===== config.mk =====
export PLATFORM = sky130hd
export DESIGN_NAME = bmum_packer
export DESIGN_NICKNAME = d
export VERILOG_FILES = /design/src/rtl/core/bmum_pkg.sv /design/src/rtl/core/bmum_packer.sv
export SDC_FILE = /design/constraint.sdc
export NUM_CORES = 1
export LEC_CHECK = 0
export BUFFER_PORTS_ARGS = -buffer_cell sky130_fd_sc_hd__clkbuf_2
export CAP_MARGIN = 0
export CORE_ASPECT_RATIO = 0.8
export CORE_MARGIN = 3
export CORE_UTILIZATION = 57
export DETAILED_ROUTE_END_ITERATION = 12
export MAX_ROUTING_LAYER = met4
export PLACE_DENSITY_LB_ADDON = 0.1
export SLEW_MARGIN = 15
export SYNTH_ARGS = -nofsm -noshare
export SYNTH_HDL_FRONTEND = slang
export SYNTH_SLANG_ARGS = --single-unit

===== constraint.sdc =====
create_clock -name clock -period 4 [get_ports clock]
set_input_delay 0.4 -clock clock [delete_from_list [all_inputs] [get_ports clock]]
set_output_delay 0.4 -clock clock [all_outputs]
set_load 0.01 [all_outputs]

===== src/rtl/core/bmum_pkg.sv =====
`timescale 1ns / 1ps
// ----------------------------------------------------------------------------
// bmum_pkg
// Shared types, codes and defaults of the binary mask upsample/morphology block.
// ----------------------------------------------------------------------------
package bmum_pkg;

   localparam int DEF_MAX_ROWS       = 128;
   localparam int DEF_MAX_COLUMNS    = 128;
   localparam int DEF_FEATURE_STRIDE = 52;
   localparam int DEF_FEATURE_DEPTH  = 4096;
   localparam int DEF_PACKED_DEPTH   = 2048;

   // coordinate counters cover row_count + 2 and column_count + 2
   localparam int CO_W = 9;
   // width of the settings check arithmetic
   localparam int CK_W = 17;
   // one dilation followed by four erosions
   localparam int MORPH_PASSES = 5;

   localparam logic [7:0]  RST_ROW_COUNT       = 8'd88;
   localparam logic [7:0]  RST_COLUMN_COUNT    = 8'd108;
   localparam logic [12:0] RST_FEATURE_COUNT   = 13'd2288;
   localparam logic [11:0] RST_PACKED_CAPACITY = 12'd1144;

   typedef enum logic [1:0] {
      KIND_LOAD  = 2'd0,
      KIND_BUILD = 2'd1,
      KIND_READ  = 2'd2,
      KIND_NONE  = 2'd3
   } kind_type;

   typedef enum logic [1:0] {
      REG_ROW_COUNT       = 2'd0,
      REG_COLUMN_COUNT    = 2'd1,
      REG_FEATURE_COUNT   = 2'd2,
      REG_PACKED_CAPACITY = 2'd3
   } reg_index_type;

   typedef enum logic [2:0] {
      ST_CLEAR,
      ST_IDLE,
      ST_READ,
      ST_CHECK,
      ST_RUN,
      ST_ZERO
   } state_type;

endpackage


===== src/rtl/core/bmum_packer.sv =====
`timescale 1ns / 1ps
// ----------------------------------------------------------------------------
// bmum_packer
// Packs the inner columns of the final mask LSB-first into bytes.
// ----------------------------------------------------------------------------
module bmum_packer #(
   parameter int PACKED_DEPTH = bmum_pkg::DEF_PACKED_DEPTH
) (
   input  logic                                  clock,
   input  logic                                  reset,
   input  logic [7:0]                            rows,
   input  logic [7:0]                            cols,
   input  logic                                  start,
   input  logic                                  in_valid,
   input  logic                                  in_bit,
   output logic                                  wr_en,
   output logic [$clog2(PACKED_DEPTH + 1)-1:0]   wr_addr,
   output logic [7:0]                            wr_data,
   output logic [$clog2(PACKED_DEPTH + 1)-1:0]   end_addr,
   output logic                                  done
);
   import bmum_pkg::*;

   localparam int PAW1 = $clog2(PACKED_DEPTH + 1);

   logic [CO_W-1:0] y_ff, y_in, x_ff, x_in;
   logic [2:0]      cnt_ff, cnt_in;
   logic [7:0]      acc_ff, acc_in, acc_set;
   logic [PAW1-1:0] addr_ff, addr_in;
   logic            we_ff, we_in, done_ff, done_in;
   logic [PAW1-1:0] wa_ff, wa_in;
   logic [7:0]      wd_ff, wd_in;
   logic            inner, last;
   logic [CO_W-1:0] rows_w, cols_w;

   assign rows_w = CO_W'(rows);
   assign cols_w = CO_W'(cols);

   always_comb begin
      inner   = (x_ff >= CO_W'(2)) && (x_ff + CO_W'(2) < cols_w);
      last    = (y_ff == rows_w - CO_W'(1)) && (x_ff == cols_w - CO_W'(1));
      acc_set = acc_ff | (8'(in_bit) << cnt_ff);
      y_in    = y_ff;
      x_in    = x_ff;
      cnt_in  = cnt_ff;
      acc_in  = acc_ff;
      addr_in = addr_ff;
      we_in   = 1'b0;
      wa_in   = addr_ff;
      wd_in   = acc_set;
      done_in = 1'b0;
      if (start) begin
         y_in    = '0;
         x_in    = '0;
         cnt_in  = '0;
         acc_in  = '0;
         addr_in = '0;
      end else if (in_valid) begin
         if (x_ff == cols_w - CO_W'(1)) begin
            x_in = '0;
            y_in = y_ff + CO_W'(1);
         end else begin
            x_in = x_ff + CO_W'(1);
         end
         if (inner) begin
            if (cnt_ff == 3'd7) begin
               we_in   = 1'b1;
               addr_in = addr_ff + PAW1'(1);
               acc_in  = '0;
               cnt_in  = '0;
            end else begin
               acc_in = acc_set;
               cnt_in = cnt_ff + 3'd1;
            end
         end else if (last && (cnt_ff != 3'd0)) begin
            we_in   = 1'b1;
            wd_in   = acc_ff;
            addr_in = addr_ff + PAW1'(1);
         end
         done_in = last;
      end
   end

   always_ff @(posedge clock) begin
      if (reset) begin
         we_ff   <= 1'b0;
         done_ff <= 1'b0;
      end else begin
         we_ff   <= we_in;
         done_ff <= done_in;
      end
      y_ff    <= y_in;
      x_ff    <= x_in;
      cnt_ff  <= cnt_in;
      acc_ff  <= acc_in;
      addr_ff <= addr_in;
      wa_ff   <= wa_in;
      wd_ff   <= wd_in;
   end

   assign wr_en    = we_ff;
   assign wr_addr  = wa_ff;
   assign wr_data  = wd_ff;
   assign end_addr = addr_ff;
   assign done     = done_ff;

endmodule


==> flow_summary.json <==
{
  "grt_busiest_layer": "met2",
  "fp.dieH_um": 75.66,
  "drtIter0Drc": 158,
  "insertion_delay_ps": 340,
  "viasPerCell": 5.677,
  "finalHoldViolCount": 0,
  "drive_gt1_share_pct": 21.98,
  "drtPass1Iterations": 4,
  "antenna_found_initial": 0,
  "htreeDepth": 3,
  "syn_to_final_growth_pct": 14.15,
  "swShare_pct": 24.52,
  "holdBufCountCts": 0,
  "use_met2_pct": 38.39,
  "cts_tree": "done",
  "ios": 55,
  "cts_resized": 0,
  "power_frac_clock_pct": 39.4,
  "fmax_mhz": 296.8,
  "place_ws_ps": 431.9,
  "pwr-share-comb_pct": 9.1,
  "fin_cells": 533,
  "design.die.area_um2": 7041,
  "register_area_um2": 1261,
  "grt_max_degree": 46,
  "period_share_pct": 84.25,
  "hp-class": "in -> reg",
  "fillCellCount": 493,
  "p_sw_uw": 303.5,
  "dpl_cell_area_um2": 3770,
  "critPathSlowestCell": "or4b_1",
  "hpwl_um": 5658,
  "cp_num_buf_inv": 0,
  "cts_buffers": 9,
  "synthArstFlopShare_pct": 0,
  "hold_depth": 2,
  "cts_buffer_depth": 2,
  "period_minus_slack_ps": 3370,
  "vias": 3026,
  "avgSynthCellArea_um2": 8.621,
  "start_util_pct": 61.24,
  "setup_slack_ps": 630.2,
  "p_leak_nw": 1.675,
  "yosysSeqAreaShare_pct": 36.48,
  "setup_tns_ps": 0,
  "met3_usage_pct": 5.232,
  "end_kind": "flip-flop",
  "root_buffer": "clkbuf_8",
  "intPower_uw": 934.2,
  "place.gp.congestion": 0.8618,
  "syn_nets": 441,
  "final_max_slew_viol_count": 0,
  "use_met1_pct": 29.18,
  "critPathArrivalTime_ps": 3600,
  "synthCells": 401,
  "routed_wirelength_um": 7666,
  "cts_setup_buffers": 0,
  "grt_pass1_wl_um": 12680,
  "placed_cells": 517,
  "worst_ep_required_time_ps": 4230,
  "fin_total_pwr_mw": 1.238,
  "multiInputGateArea_um2": 2043,
  "max_cap_violations": 0,
  "synth-seq-cells": 63,
  "pwr_density_cell_nw_per_um2": 313.6,
  "status": "finished clean",
  "antenna_cells": 0,
  "synth.distinct_cells": 60,
  "r2r_cells": 7,
  "worstSetupStartpointType": "flip-flop",
  "drcViolationCount": 0,
  "port_buffers": 54,
  "finish.instance_area_um2": 3946,
  "fin_skew_ps": 6.506,
  "die_w_um": 93.07,
  "grt_setup_unrepaired": "no",
  "maxSlewHeadroom_pct": 42.86,
  "final_nets": 490,
  "r2r_slack_ps": 630,
  "critPathTopFamily": "simple AND/OR/NAND/NOR gates",
  "ant_nets": 0,
  "placement_rows": 24,
  "grt_pass1_vias": 2831,
  "cts.sinks": 63,
  "path_depth": 7,
  "synth_edf_count": 0,
  "ir_drop_v": 0.0002176,
  "grt-ovfl-total": 0,
  "synthesis.area_um2": 3457,
  "fp.coreArea_um2": 5645,
  "slowest_delay_ps": 660,
  "critical_path_class": "reg -> reg",
  "synth_flop_cell": "dfxtp_1",
  "worst_pin_slew_ps": 857.1,
  "wl_per_cell_um": 14.38,
  "seq_power_share_pct": 51.6,
  "grt_usage_pct": 23.44,
  "ys_warn_count": 0,
  "final-setup-viol-count": 0,
  "clk_transition_reported_paths_ps": 70,
  "crit_chain": "nor3b_1, xor2_1, or4_4, or3_4, nor4_2, or4b_1, a31o_2",
  "crit_path_max_fanout": 11
}
==> metal layers <==
layer  vias up  share of wire [%]
met4         0               0.55
met2        61                 48
li1       1528                  -
met5         -                  0
met1      1433                 47
met3         4                4.4
==> cell usage in the layout, fill, tap and decap left out, types with 3 or more instances in the layout <==
master | synthesis | final
nand4_1 | 10 | 10
and4_1 | 3 | 3
nor3_1 | 17 | 17
a31oi_1 | 7 | 7
nand2_1 | 17 | 17
a31o_2 | 9 | 9
nor2_1 | 49 | 49
xor2_1 | 15 | 15
dfxtp_1 | 63 | 63
nor3b_1 | 3 | 3
xnor2_1 | 16 | 16
or2_2 | 3 | 3
nand3_1 | 12 | 12
o21ai_0 | 8 | 8
mux2_2 | 10 | 10
a21oi_1 | 22 | 22
mux2i_1 | 3 | 3
nor2b_1 | 12 | 12
nor4_1 | 3 | 3
inv_1 | 22 | 22
o21a_1 | 3 | 3
o31ai_1 | 3 | 3
and2_1 | 3 | 3
a211oi_1 | 3 | 3
nand2b_1 | 5 | 5
ha_1 | 19 | 19
clkbuf_2 | 0 | 54
clkbuf_8 | 0 | 11
==> metrics by stage <==
stage / hold slack (ps) / util, %
after CTS: 246.7 / 69.90
final: 257.0 / 69.90
after global placement: 365.3 / 66.78
after detailed placement: 366.7 / 66.78
after floorplan: 401.0 / -
after global routing: 247.5 / 69.90
==> state kept, by name, indices dropped and copies added (netlist names) <==
| signal | flops |
|---|---|
| wr_data | 8 |
| y_ff | 9 |
| x_ff | 9 |
| acc_ff | 8 |
| done | 1 |
| cnt_ff | 3 |
| end_addr | 12 |
| wr_addr | 12 |
| wr_en | 1 |
==> power groups by stage <==
stage / clock network [mW] / logic [mW] / registers [mW]
finish: 0.487 / 0.113 / 0.638
CTS: 0.496 / 0.112 / 0.638
global route: 0.522 / 0.127 / 0.639
detailed placement: 0 / 0.112 / 0.652
global placement: 0 / 0.108 / 0.652
floorplan: 0 / 0.0747 / 0.650
==> synthesized netlist by cell type, types with 7 or more instances <==
master / number / share of area, %
dfxtp_1: 63 / 36
nor2_1: 49 / 5.3
a21oi_1: 22 / 3.2
inv_1: 22 / 2.4
ha_1: 19 / 6.9
nand2_1: 17 / 1.8
nor3_1: 17 / 2.5
clkbuf_1: 16 / 1.7
xnor2_1: 16 / 4.1
xor2_1: 15 / 3.8
nand3_1: 12 / 1.7
nor2b_1: 12 / 2.2
mux2_2: 10 / 3.3
nand4_1: 10 / 1.8
a31o_2: 9 / 2.3
o21ai_0: 8 / 1.2
a31oi_1: 7 / 1.3
==> path summary, 6_finish.rpt <==
path	startpoint	endpoint
max	x_ff[6]$_SDFFE_PP0P_	wr_data[6]$_DFF_P_
min	reset	done$_SDFF_PP0_
max reg2reg	x_ff[6]$_SDFFE_PP0P_	wr_data[6]$_DFF_P_
min reg2reg	end_addr[11]$_SDFFE_PP0P_	wr_addr[11]$_DFF_P_
==> worst register-to-register path, delay by kind of cell, from the launching register on <==
| kind | cells | cell delay [ps] |
|---|---|---|
| simple gates | 5 | 2270 |
| flops | 1 | 590 |
| compound gates | 1 | 310 |
| xor+xnor | 1 | 100 |
==> layout make-up <==
cell class / instances / area share [%]
clock buffers: 13 / 4.027
repair buffers: 56 / 7.229
flip-flops and latches: 63 / 31.96
clock inverters: 3 / 0.4439
multi-input cells: 298 / 51.78
well taps: 78 / 2.473
inverters: 22 / 2.093
==> cells by family (layout without fill, tap and decap cells) <==
group	count (synthesis)	in the layout	share of synthesized area [%]
simple gates	162	162	25.95
fa+ha+maj	19	19	6.877
flops	63	63	36.48
mux	13	13	4.126
xor+xnor	31	31	7.854
compound gates	73	73	14.30
buf+inv	40	94	4.416
No activity file was read; power rests on OpenSTA's default activity.
